==> config.mk <==
export PLATFORM = sky130hd
export DESIGN_NAME = clu_ctrl
export DESIGN_NICKNAME = d
export VERILOG_FILES = /design/src/hdl/clu_pkg.sv /design/src/hdl/clu_ctrl.sv
export SDC_FILE = /design/constraint.sdc
export NUM_CORES = 1
export LEC_CHECK = 0
export BUFFER_PORTS_ARGS = -buffer_cell sky130_fd_sc_hd__buf_2
export CAP_MARGIN = 20
export CORE_AREA = 2 2 39 41
export CTS_CLUSTER_SIZE = 10
export DETAILED_ROUTE_END_ITERATION = 10
export DIE_AREA = 0 0 41 43
export PLACE_DENSITY_LB_ADDON = 0.12
export SLEW_MARGIN = 20
export SYNTH_ARGS = -nofsm -noshare
export SYNTH_HDL_FRONTEND = slang
export SYNTH_SLANG_ARGS = --single-unit
==> constraint.sdc <==
create_clock -name clk_i -period 3.7 [get_ports clk_i]
set_input_delay 0.37 -clock clk_i [delete_from_list [all_inputs] [get_ports clk_i]]
set_output_delay 0.37 -clock clk_i [all_outputs]
set_load 0.005 [all_outputs]
==> src/hdl/clu_pkg.sv <==
// ----------------------------------------------------------------------------
// clu_pkg
// Shared types and constants of the cluster-label union-find engine.
// ----------------------------------------------------------------------------
package clu_pkg;

  localparam int LABEL_W    = 10;
  localparam int MAX_LABELS = 1024;
  localparam int TBL_DEPTH  = 1 << LABEL_W;
  localparam int LIMIT_INT  = (MAX_LABELS - 1) < (TBL_DEPTH - 1) ?
                              (MAX_LABELS - 1) : (TBL_DEPTH - 1);
  localparam logic [LABEL_W-1:0] LABEL_LIMIT = LIMIT_INT[LABEL_W-1:0];

  // action codes
  localparam logic [2:0] ACT_MAKE    = 3'd0;
  localparam logic [2:0] ACT_UNION   = 3'd1;
  localparam logic [2:0] ACT_FIND    = 3'd2;
  localparam logic [2:0] ACT_RESOLVE = 3'd3;
  localparam logic [2:0] ACT_CLEAR   = 3'd4;

  // status codes
  localparam logic [1:0] ST_OK   = 2'd0;
  localparam logic [1:0] ST_FULL = 2'd1;
  localparam logic [1:0] ST_BAD  = 2'd2;

  // datapath operations issued by the controller
  typedef enum logic [4:0] {
    OP_IDLE,
    OP_LOAD,
    OP_MAKE,
    OP_FULL,
    OP_BAD,
    OP_CLEAR,
    OP_ZERO,
    OP_SEEK_A,
    OP_SEEK_B,
    OP_WALK,
    OP_COMP_INIT,
    OP_COMP,
    OP_LINK,
    OP_ROOT_RES,
    OP_SMAP_RD,
    OP_SMAP_CHK,
    OP_FLAGS
  } dp_op_e;

  typedef struct packed {
    logic [2:0] act;
    logic       a_ok;
    logic       b_ok;
    logic       full;
    logic       walk_done;
    logic       comp_done;
    logic       out_busy;
  } dp_stat_t;

endpackage

==> src/hdl/clu_ctrl.sv <==
// ----------------------------------------------------------------------------
// clu_ctrl
// Controller: sequences chain walks, path compression and table updates.
// ----------------------------------------------------------------------------
module clu_ctrl import clu_pkg::*; (
  input  logic     clk_i,
  input  logic     rst_ni,
  input  logic     in_valid_i,
  output logic     in_ready_o,
  input  dp_stat_t stat_i,
  output dp_op_e   op_o
);

  localparam logic [3:0] S_IDLE  = 4'd0;
  localparam logic [3:0] S_DISP  = 4'd1;
  localparam logic [3:0] S_WALK  = 4'd2;
  localparam logic [3:0] S_CINIT = 4'd3;
  localparam logic [3:0] S_COMP  = 4'd4;
  localparam logic [3:0] S_LINK  = 4'd5;
  localparam logic [3:0] S_FRES  = 4'd6;
  localparam logic [3:0] S_SCHK  = 4'd7;
  localparam logic [3:0] S_FLAGS = 4'd8;

  logic [3:0] state_q, state_d;
  logic       phase_b_q, phase_b_d;  // union: walking label_b's chain

  always_comb begin
    state_d   = state_q;
    phase_b_d = phase_b_q;
    op_o      = OP_IDLE;
    in_ready_o = 1'b0;

    case (state_q)
      S_IDLE: begin
        in_ready_o = 1'b1;
        if (in_valid_i) begin
          op_o = OP_LOAD;
          state_d = S_DISP;
        end
      end
      S_DISP: begin
        case (stat_i.act)
          ACT_UNION: begin
            if (stat_i.a_ok && stat_i.b_ok) begin
              op_o = OP_SEEK_B; phase_b_d = 1'b1; state_d = S_WALK;
            end else if (!stat_i.out_busy) begin
              op_o = OP_BAD; state_d = S_IDLE;
            end
          end
          ACT_FIND, ACT_RESOLVE: begin
            if (stat_i.a_ok) begin
              op_o = OP_SEEK_A; phase_b_d = 1'b0; state_d = S_WALK;
            end else if (!stat_i.out_busy) begin
              op_o = OP_BAD; state_d = S_IDLE;
            end
          end
          ACT_MAKE: begin
            if (!stat_i.out_busy) begin
              op_o = stat_i.full ? OP_FULL : OP_MAKE; state_d = S_IDLE;
            end
          end
          ACT_CLEAR: begin
            if (!stat_i.out_busy) begin
              op_o = OP_CLEAR; state_d = S_IDLE;
            end
          end
          default: begin
            if (!stat_i.out_busy) begin
              op_o = OP_ZERO; state_d = S_IDLE;
            end
          end
        endcase
      end
      S_WALK: begin
        op_o = OP_WALK;
        if (stat_i.walk_done) begin
          state_d = S_CINIT;
        end
      end
      S_CINIT: begin
        op_o = OP_COMP_INIT;
        state_d = S_COMP;
      end
      S_COMP: begin
        if (!stat_i.comp_done) begin
          op_o = OP_COMP;
        end else if (stat_i.act == ACT_UNION) begin
          if (phase_b_q) begin
            // root of b is saved, now walk a
            op_o = OP_SEEK_A; phase_b_d = 1'b0; state_d = S_WALK;
          end else begin
            state_d = S_LINK;
          end
        end else if (stat_i.act == ACT_RESOLVE) begin
          op_o = OP_SMAP_RD; state_d = S_SCHK;
        end else begin
          state_d = S_FRES;
        end
      end
      S_LINK: begin
        if (!stat_i.out_busy) begin
          op_o = OP_LINK; state_d = S_IDLE;
        end
      end
      S_FRES: begin
        if (!stat_i.out_busy) begin
          op_o = OP_ROOT_RES; state_d = S_IDLE;
        end
      end
      S_SCHK: begin
        op_o = OP_SMAP_CHK;
        state_d = S_FLAGS;
      end
      S_FLAGS: begin
        if (!stat_i.out_busy) begin
          op_o = OP_FLAGS; state_d = S_IDLE;
        end
      end
      default: begin
        state_d = S_IDLE;
      end
    endcase
  end

  always_ff @(posedge clk_i or negedge rst_ni) begin
    if (!rst_ni) begin
      state_q   <= S_IDLE;
      phase_b_q <= 1'b0;
    end else begin
      state_q   <= state_d;
      phase_b_q <= phase_b_d;
    end
  end

endmodule
==> summary.txt, run 1 <==
Clock network
  – CTS tree: done
  – Clock latency on the worst-skew pair: 0.24 ns
  – H-tree levels: 1
  – Clock root cell: clkbuf_4
  – Post-CTS resize count: 0
  – Clock transition at the registers of the reported paths: 0.04 ns
  – Num Clock Sinks: 5
  – Clock buffer depth: 2
  – CTS Hold Bufs: 1
  – CTS buffer count: 3
  – # Post-CTS Setup Buffers: 0

Place
  – Placed Cells: 117
  – IO Port Bufs: 17
  – Final HPWL DP: 1320 um
  – Placed cell area: 746 um^2
  – Pre-CTS setup slack: 1.77 ns
  – Final GP Congestion: 0.814

Yosys
  – Sequential share of the synthesized area: 18.2%
  – Top cells by count, synth: nand2_1, a21oi_1, dfrtp_1, nor2_1
  – Synth warn: 0
  – Yosys top cell by area: dfrtp_1
  – Share of the synthesized area in the top cell type: 18.2%
  – Async set-reset flop share out of synthesis: 100%
  – Largest family of logic cells by synthesized area: compound AO/OA/AOI/OAI gates
  – #FFs+latches synth: 5
  – Synthesized instance count: 90
  – Mux share of post-synthesis cell area: 1.64%
  – Count leader, synth: nand2_1
  – Netlist Area Pre-Place: 686 um^2
  – Synth Area in Compound Gates: 39.1%
  – Synth top area cells: dfrtp_1, a21oi_1, nand2_1, nor3b_2, buf_6
  – Adder-cell share of the synthesized area: 1.46%
  – Synth Net Count: 102
  – Mean Syn Cell Area: 7.62 um^2
  – Ys flop type: dfrtp_1
  – Synth Area in XOR/XNOR: 1.28%
  – EDFF count, synth: 0
  – Simple-gate portion of the synthesized area: 29.0%
  – Yosys cell types: 43

Detailed routing
  – Final ANT Viol Nets: 0
  – Via count: 740
  – 1st-iter DRT viols: 24
  – First-pass DRT Iterations: 4
  – WL final: 1780 um
  – Wire per inst: 14.5 um
  – Post-DR vias/cell: 6.07
  – Post-route DRC: 0

Timing
  – Fin. Hold Viols: 0
  – Worst rel slew slack: 61.5%
  – FMAX: 0.454 GHz
  – Post-route setup TNS: 0 ns
  – RSZ-0062 raised after global routing: false
  – Worst Tran Pin Value: 0.577 ns
  – Period utilization: 59.5%
  – Fin crit period: 2.20 ns
  – Max Clock Skew: 0.00499 ns
  – Worst setup margin: 1.50 ns
  – Final setup vio count: 0
  – Slew Limit Fails: 0

Worst setup path
  – Critical path endpoint category: primary output
  – Worst-path cell chain: nor2_2, nand2_1, or3_1, o211ai_1, buf_2
  – Startpoint types: register
  – Critical Path Max Stage Delay: 0.58 ns
  – CP Data Required Time: 3.33 ns
  – CP arrival: 1.83 ns
  – Crit path kind: reg -> out
  – Register-to-Register Path Depth: 4
  – Worst-path maximum fanout: 17
  – Critical Path Slowest Stage Cell: dfrtp_1
  – Reg2Reg Setup Slack: 2.05 ns

Cells and area
  – Nets@finish: 119
  – Fill cells: 140
  – Final cell count without fillers: 122
  – Share of cells above drive strength 1: 29.2%
  – Post-route cell area: 782 um^2
  – Antenna Cells: 0
  – Area Growth Syn to Fin: 14.1%

GRT
  – Largest net degree at the start of global routing: 18
  – GRT overflow: 0
  – Vias in the first global route: 678
  – Initial antenna violation count: 0
  – Total GRT Usage: 23.8%
  – First-pass GRT wire length: 2970 um

Min path
  – Hold crit path type: in -> reg
  – Hold path depth: 4

Run
  – Max Cap Viol: 0

Die
  – Row count: 14
  – Initial core utilization: 49.5%
  – Die Y: 43 um
  – Core Region: 0.00138 mm^2
  – Die area: 0.00176 mm^2
  – Die X: 41 um
  – # IOs: 18

Status
  – Status: finished, final reports clean

Pwr
  – LEAKAGE: 0.341 nW
  – Total chip power: 0.000520 W
  – Power density over the cells: 665 mW/mm^2
  – Worst vdd ir: 0.000376 V
## worst max-delay path: cells and delay by family, from the launching register on
kind,cells,cell delay [ns]
AOI/OAI and AO/OA,1,0.10
buffers and inverters,1,0.14
and+or+nand+nor,3,0.77
DFF,1,0.58
## state kept, by name, indices dropped and copies added (netlist names)
signal,count
phase_b_q,1
state_q,4
## path summary, 6_finish.rpt
kind / startpoint / endpoint
worst max-delay path: state_q[0] / op_o[2]
worst min-delay path: stat_i[2] / state_q[1]
worst max register to register: state_q[0] / state_q[0]
worst min register to register: state_q[3] / state_q[0]
max in group asynchronous: rst_ni / state_q[1]
min in group asynchronous: rst_ni / state_q[3]
## cell families after synthesis
family	after synthesis
simple gates	35
flops	5
buf+inv	11
compound gates	36
xor+xnor	1
fa+ha+maj	1
mux	1
## through the flow
stage	hold WS [ns]	util, %
final	0.448	56.5
after global routing	0.457	56.5
after CTS	0.431	56.5
after detailed placement	0.185	53.9
after global placement	0.185	53.9
after floorplan	0.0744	-
## where the power goes
group          internal [W]  switching [W]
Combinational      0.000152       0.000148
Clock             0.0000407      0.0000208
Sequential        0.0000776      0.0000815
## per-layer routing
metal  routed length, um  track usage, %  share of wire [%]  vias up
met5                   0               0                  0        -
met2                 851            34.7                 48       25
li1                    -               -                  -      373
met1                 838            34.1                 47      342
met4                   0            6.00                  0        0
met3                  84            6.28                4.7        0
## layout make-up
class,instances,area [um^2],area share (%)
Multi-Input combinational cell,74,497,63.5
Timing Repair Buffer,18,95.1,12.2
Sequential cell,5,125,16.0
Inverter,5,18.8,2.40
Tap cell,16,20.0,2.56
Clock buffer,4,26.3,3.36
## placed cells by master (no fill, tap or decap), types with 2 or more instances in the layout
| cell type | count |
|---|---|
| or3_1 | 3 |
| o211ai_1 | 2 |
| o311ai_1 | 2 |
| inv_1 | 4 |
| o21ai_0 | 4 |
| nor3b_2 | 2 |
| and2_1 | 2 |
| nor3_1 | 2 |
| nand2_1 | 12 |
| a21oi_1 | 9 |
| o21ai_2 | 2 |
| o21a_1 | 2 |
| clkbuf_4 | 3 |
| and3_1 | 2 |
| buf_2 | 17 |
| nor2_1 | 5 |
| dfrtp_1 | 5 |
| o2111ai_1 | 2 |
(Power assumes the default switching activity.)
==> inputs of run 2 (changes only) <==
--- a/config.mk
+++ b/config.mk
@@ -5,12 +5,12 @@
 export SDC_FILE = /design/constraint.sdc
 export NUM_CORES = 1
 export LEC_CHECK = 0
+export ABC_AREA = 1
 export BUFFER_PORTS_ARGS = -buffer_cell sky130_fd_sc_hd__buf_2
 export CAP_MARGIN = 20
-export CORE_AREA = 2 2 39 41
+export CORE_UTILIZATION = 45
 export CTS_CLUSTER_SIZE = 10
 export DETAILED_ROUTE_END_ITERATION = 10
-export DIE_AREA = 0 0 41 43
 export PLACE_DENSITY_LB_ADDON = 0.12
 export SLEW_MARGIN = 20
 export SYNTH_ARGS = -nofsm -noshare
==> constraint.sdc (replaced) <==
create_clock -name clk_i -period 1.9 [get_ports clk_i]
set_input_delay 0.19 -clock clk_i [delete_from_list [all_inputs] [get_ports clk_i]]
set_output_delay 0.19 -clock clk_i [all_outputs]
set_load 0.005 [all_outputs]
==> run 2 against run 1 <==
Effect of this change: clock power increased by 100%; via count increased by 13%; core utilization increased by 3.7 points; power increased by 64%; critical path depth increased by 3.
==> summary.txt, run 2 <==
Yosys
  – #FFs+latches synth: 5
  – EDFF count, synth: 0
  – Synth warn: 0
  – Top cells by count, synth: nand2_1, inv_1, nor2_1, nand3_1, o21ai_0
  – Ys flop type: dfrtp_1
  – Synthesized instance count: 123
  – Synth Net Count: 135
  – Count leader, synth: nand2_1
  – Async set-reset flop share out of synthesis: 100%
  – Netlist Area Pre-Place: 668 um^2
  – Synth top area cells: nand2_1, dfrtp_1, inv_1, nand3_1, nor2_1
  – Yosys cell types: 21
  – Sequential share of the synthesized area: 18.7%
  – Yosys top cell by area: nand2_1
  – Mean Syn Cell Area: 5.43 um^2
  – Share of the synthesized area in the top cell type: 19.7%

Detailed routing
  – Wire per inst: 11.6 um
  – Final ANT Viol Nets: 0
  – Via count: 838
  – 1st-iter DRT viols: 29
  – WL final: 1850 um
  – First-pass DRT Iterations: 4
  – Post-route DRC: 0
  – Post-DR vias/cell: 5.27

Min path
  – Hold crit path type: in -> reg
  – Hold Path Origin: stat_i[2]

Worst setup path
  – Crit path kind: reg -> out
  – CP Data Required Time: 1.71 ns
  – Startpoint types: register
  – Worst-path maximum fanout: 6
  – Critical Path Slowest Stage Cell: dfrtp_1
  – Worst-path cell chain: inv_1, nand2_2, nor2_4, nand3_1, nand2_1, a21oi_1, nand3_1, buf_2
  – CP dominant cell by count: nand3_1
  – Critical path endpoint category: primary output
  – Reg2Reg Launch Point: state_q[3]
  – Critical Path Max Stage Delay: 0.42 ns
  – CP arrival: 1.56 ns
  – CP Launch Point: state_q[3]

Pwr
  – Power density over the cells: 1060 mW/mm^2
  – LEAKAGE: 0.484 nW
  – Total chip power: 0.000854 W
  – Worst vdd ir: 0.000633 V

Cells and area
  – Share of cells above drive strength 1: 22.9%
  – Final cell count without fillers: 159
  – Nets@finish: 157
  – Fill cells: 146
  – Most flops, register: state_q
  – Area Growth Syn to Fin: 20.2%
  – Max FFs per register: 4
  – Layout Utilization: 60.2%
  – Most frequent cells in the layout: nand2_1, inv_1, buf_2
  – Largest regs: state_q x4, phase_b_q x1
  – Commonest non-fill, non-tap cell in the layout: nand2_1
  – Antenna Cells: 0

Clock network
  – Post-CTS resize count: 0
  – Clock buffer depth: 2
  – # Post-CTS Setup Buffers: 0
  – Clock transition at the registers of the reported paths: 0.04 ns
  – CTS buffer count: 3
  – Num Clock Sinks: 5
  – CTS Hold Bufs: 1
  – H-tree levels: 1
  – Clock latency on the worst-skew pair: 0.25 ns
  – Clock root cell: clkbuf_4
  – CTS tree: done

Die
  – Die area: 0.00164 mm^2
  – Row count: 13
  – # IOs: 18
  – Die Y: 40.5 um
  – Initial core utilization: 50.1%
  – Core Region: 0.00133 mm^2
  – Die X: 40.5 um

GRT
  – Largest net degree at the start of global routing: 10
  – Total GRT Usage: 25.7%
  – First-pass GRT wire length: 2730 um
  – Initial antenna violation count: 0
  – Vias in the first global route: 680
  – GRT overflow: 0

Timing
  – Max Clock Skew: 0.00253 ns
  – Fin. Hold Viols: 0
  – Final setup vio count: 0
  – Worst Tran Pin Value: 0.257 ns
  – Fin crit period: 1.75 ns
  – FMAX: 0.572 GHz
  – Period utilization: 92.0%
  – Worst rel slew slack: 82.8%
  – RSZ-0062 raised after global routing: false
  – Post-route setup TNS: 0 ns
  – Slew Limit Fails: 0

Place
  – IO Port Bufs: 17
  – Placed Cells: 154
  – Final GP Congestion: 0.833
  – Final HPWL DP: 1540 um

Run
  – Max Cap Viol: 0

Status
  – Status: finished, final reports clean
## run 2: final cells by class
| class | instances | area, um^2 | area share, % |
|---|---|---|---|
| Inverter | 23 | 86.3 | 10.7 |
| Timing Repair Buffer | 18 | 95.1 | 11.8 |
| Multi-Input combinational cell | 94 | 452 | 56.2 |
| Sequential cell | 5 | 125 | 15.6 |
| Tap cell | 15 | 18.8 | 2.34 |
| Clock buffer | 4 | 26.3 | 3.27 |
## run 2: logic make-up after synthesis
| group | share of synthesized area [%] |
|---|---|
| AND/OR/NAND/NOR | 53.6 |
| buffers and inverters | 13.7 |
| AO/OA/AOI/OAI | 14.0 |
| flip-flops | 18.7 |
## run 2: stage by stage
stage | setup slack (ns) | hold slack [ns] | area [um^2]
final | 0.152 | 0.218 | 803
after global routing | 0.0614 | 0.242 | 803
after CTS | 0.170 | 0.213 | 803
after detailed placement | 0.434 | 0.0167 | 767
after global placement | 0.439 | 0.0104 | 767
after floorplan | 0.670 | -0.106 | 668
## run 2: worst paths after layout
kind,endpoint,slack [ns],depth (start not counted)
worst max-delay path,op_o[0],0.15,8
worst min-delay path,state_q[1],0.22,4
worst max register to register,state_q[2],0.51,8
worst min register to register,phase_b_q,0.61,2
max in group asynchronous,state_q[2],1.46,2
min in group asynchronous,state_q[1],0.29,2
## run 2: critical path, delay by kind of cell, from the launching register on
family          cells  cell delay, ns
simple gates        5            0.58
buf+inv             2            0.27
compound gates      1            0.04
flops               1            0.42
## run 2: power breakdown
group	leakage, nW	switching (W)	internal, W
logic	0.402	0.000341	0.000205
clock network	0.0150	0.0000456	0.0000795
registers	0.0671	0.0000463	0.000136
## run 2: layer usage
metal  global-route usage, %  vias up  share of wire, %
li1                        -      433                 -
met1                    32.2      369                45
met2                    41.3       31                46
met3                    6.67        5               6.7
met4                    10.0        0               1.8
met5                       0        -                 0
==> inputs of run 3 (changes only) <==
--- a/config.mk
+++ b/config.mk
@@ -6,11 +6,12 @@
 export NUM_CORES = 1
 export LEC_CHECK = 0
 export ABC_AREA = 1
-export BUFFER_PORTS_ARGS = -buffer_cell sky130_fd_sc_hd__buf_2
 export CAP_MARGIN = 20
-export CORE_UTILIZATION = 45
+export CORE_AREA = 2 2 39 41
 export CTS_CLUSTER_SIZE = 10
 export DETAILED_ROUTE_END_ITERATION = 10
+export DIE_AREA = 0 0 41 43
+export DONT_BUFFER_PORTS = 1
 export PLACE_DENSITY_LB_ADDON = 0.12
 export SLEW_MARGIN = 20
 export SYNTH_ARGS = -nofsm -noshare
==> run 3 against run 2 <==
Effect of this change: clock-buffer cell count is the same; worst hold slack lost 0.078 ns; flip-flop and latch count is the same; maximum frequency grew 3.5%; non-clock buffer count shrank 17; register-to-register slack gained 0.04 ns; first-iteration DRC count grew 6.9%; cell count shrank 10%; critical path type unchanged; critical endpoint is now op_o[1]; highest routed layer unchanged; largest power group unchanged; sequential power is essentially flat; power shrank 8.2%.
==> summary.txt, run 3 (synthesis results as in run 2) <==
Clock network
  – Clock buffer depth: 2
  – CTS tree: done
  – Clock root cell: clkbuf_4
  – Num Clock Sinks: 5
  – CTS Hold Bufs: 1
  – Post-CTS resize count: 0
  – Clock latency on the worst-skew pair: 0.25 ns
  – # Post-CTS Setup Buffers: 0
  – Clock transition at the registers of the reported paths: 0.05 ns
  – H-tree levels: 1
  – CTS buffer count: 3

Timing
  – FMAX: 0.592 GHz
  – Slew Limit Fails: 0
  – Max Clock Skew: 0.00668 ns
  – Worst rel slew slack: 81.3%
  – Fin crit period: 1.69 ns
  – Post-route setup TNS: 0 ns
  – Final setup vio count: 0
  – RSZ-0062 raised after global routing: false
  – Period utilization: 88.9%
  – Fin. Hold Viols: 0
  – Worst Tran Pin Value: 0.278 ns

Pwr
  – Total chip power: 0.000783 W
  – Pint: 0.000374 W
  – Sequential power share: 23.1%
  – LEAKAGE: 0.411 nW
  – Power share of the combinational group: 60.4%
  – Clk pwr share: 16.5%
  – Power density over the cells: 1090 mW/mm^2
  – Sw frac: 52.3%
  – Psw: 0.000410 W
  – Worst vdd ir: 0.000714 V

Die
  – Core Region: 0.00138 mm^2
  – Row count: 14
  – Die area: 0.00176 mm^2
  – Die X: 41 um
  – Die Y: 43 um
  – # IOs: 18
  – Initial core utilization: 48.3%

Detailed routing
  – Wire per inst: 12.0 um
  – WL final: 1720 um
  – Post-route DRC: 0
  – First-pass DRT Iterations: 4
  – Post-DR vias/cell: 5.38
  – 1st-iter DRT viols: 31
  – Final ANT Viol Nets: 0
  – Via count: 769

Place
  – IO Port Bufs: 0
  – Final HPWL DP: 1410 um
  – Final GP Congestion: 0.784

GRT
  – Total GRT Usage: 23.7%
  – First-pass GRT wire length: 2860 um
  – Largest net degree at the start of global routing: 10
  – GRT overflow: 0
  – Initial antenna violation count: 0
  – Vias in the first global route: 688

Cells and area
  – Most frequent cells in the layout: nand2_1, inv_1, nor2_1
  – Commonest non-fill, non-tap cell in the layout: nand2_1
  – Most flops, register: state_q
  – Max FFs per register: 4
  – Antenna Cells: 0
  – Largest regs: state_q x4, phase_b_q x1
  – Nets@finish: 140
  – Area Growth Syn to Fin: 7.68%
  – Share of cells above drive strength 1: 12.6%

Run
  – Max Cap Viol: 0

Worst setup path
  – Crit path kind: reg -> out
  – Startpoint types: register
  – CP arrival: 1.50 ns
  – CP Data Required Time: 1.71 ns
  – Worst-path maximum fanout: 5
  – Critical path endpoint category: primary output

Min path
  – Hold crit path type: in -> reg

Status
  – Status: finished, final reports clean
-- run 3: cell count changes in the layout (fill, tap and decap cells not counted) --
cell / before / now
buf_2: 17 / 0
-- run 3: critical path, cell delays in order, from the launching register on --
cell and delay [ns]:
dfrtp_1 0.46, nor2_4 0.19, inv_2 0.08, nor2_2 0.15, o21ai_0 0.10, inv_1 0.07
o21ai_0 0.09, nand4_1 0.11
-- run 3: area by class of cell --
| class | instances | area, um^2 |
|---|---|---|
| Fill cell | 155 | 664 |
| Multi-Input combinational cell | 94 | 452 |
| Sequential cell | 5 | 125 |
| Tap cell | 16 | 20.0 |
| Inverter | 23 | 86.3 |
| Clock buffer | 4 | 26.3 |
| Timing Repair Buffer | 1 | 10.0 |
-- run 3: final timing paths --
kind                                 start    endpoint  slack (ns)  depth (start not counted)
worst min register to register   phase_b_q   phase_b_q        0.59                          2
worst max register to register  state_q[2]  state_q[2]        0.55                          8
worst max-delay path            state_q[2]     op_o[1]        0.21                          7
min in group asynchronous           rst_ni   phase_b_q        0.24                          1
worst min-delay path             stat_i[2]  state_q[1]        0.14                          3
max in group asynchronous           rst_ni  state_q[3]        1.46                          1
-- run 3: power groups by stage --
stage	Combinational, W	Sequential [W]	Clock (W)
after floorplan	0.000390	0.000174	0
after global placement	0.000465	0.000178	0
after detailed placement	0.000466	0.000182	0
after CTS	0.000473	0.000180	0.000132
after global routing	0.000540	0.000187	0.000138
final	0.000473	0.000181	0.000129
-- run 3: per-stage QoR --
| stage | util [%] | worst slack (ns) | hold WS (ns) | std cells | cell area, um^2 |
|---|---|---|---|---|---|
| final | 52.0 | 0.211 | 0.140 | 143 | 719 |
| after global routing | 52.0 | 0.131 | 0.171 | 143 | 719 |
| after CTS | 52.0 | 0.206 | 0.139 | 143 | 719 |
| after detailed placement | 49.4 | 0.484 | -0.105 | 138 | 683 |
| after global placement | 49.4 | 0.504 | -0.105 | 138 | 683 |
| after floorplan | - | 0.670 | -0.106 | 123 | 668 |
-- run 3: metal layers --
metal / share of wire [%] / wire length (um) / global-route usage (%)
met1: 45 / 778 / 34.4
met2: 45 / 775 / 33.8
met3: 7.9 / 136 / 3.14
met4: 1.6 / 27 / 10.7
met5: 0 / 0 / 0
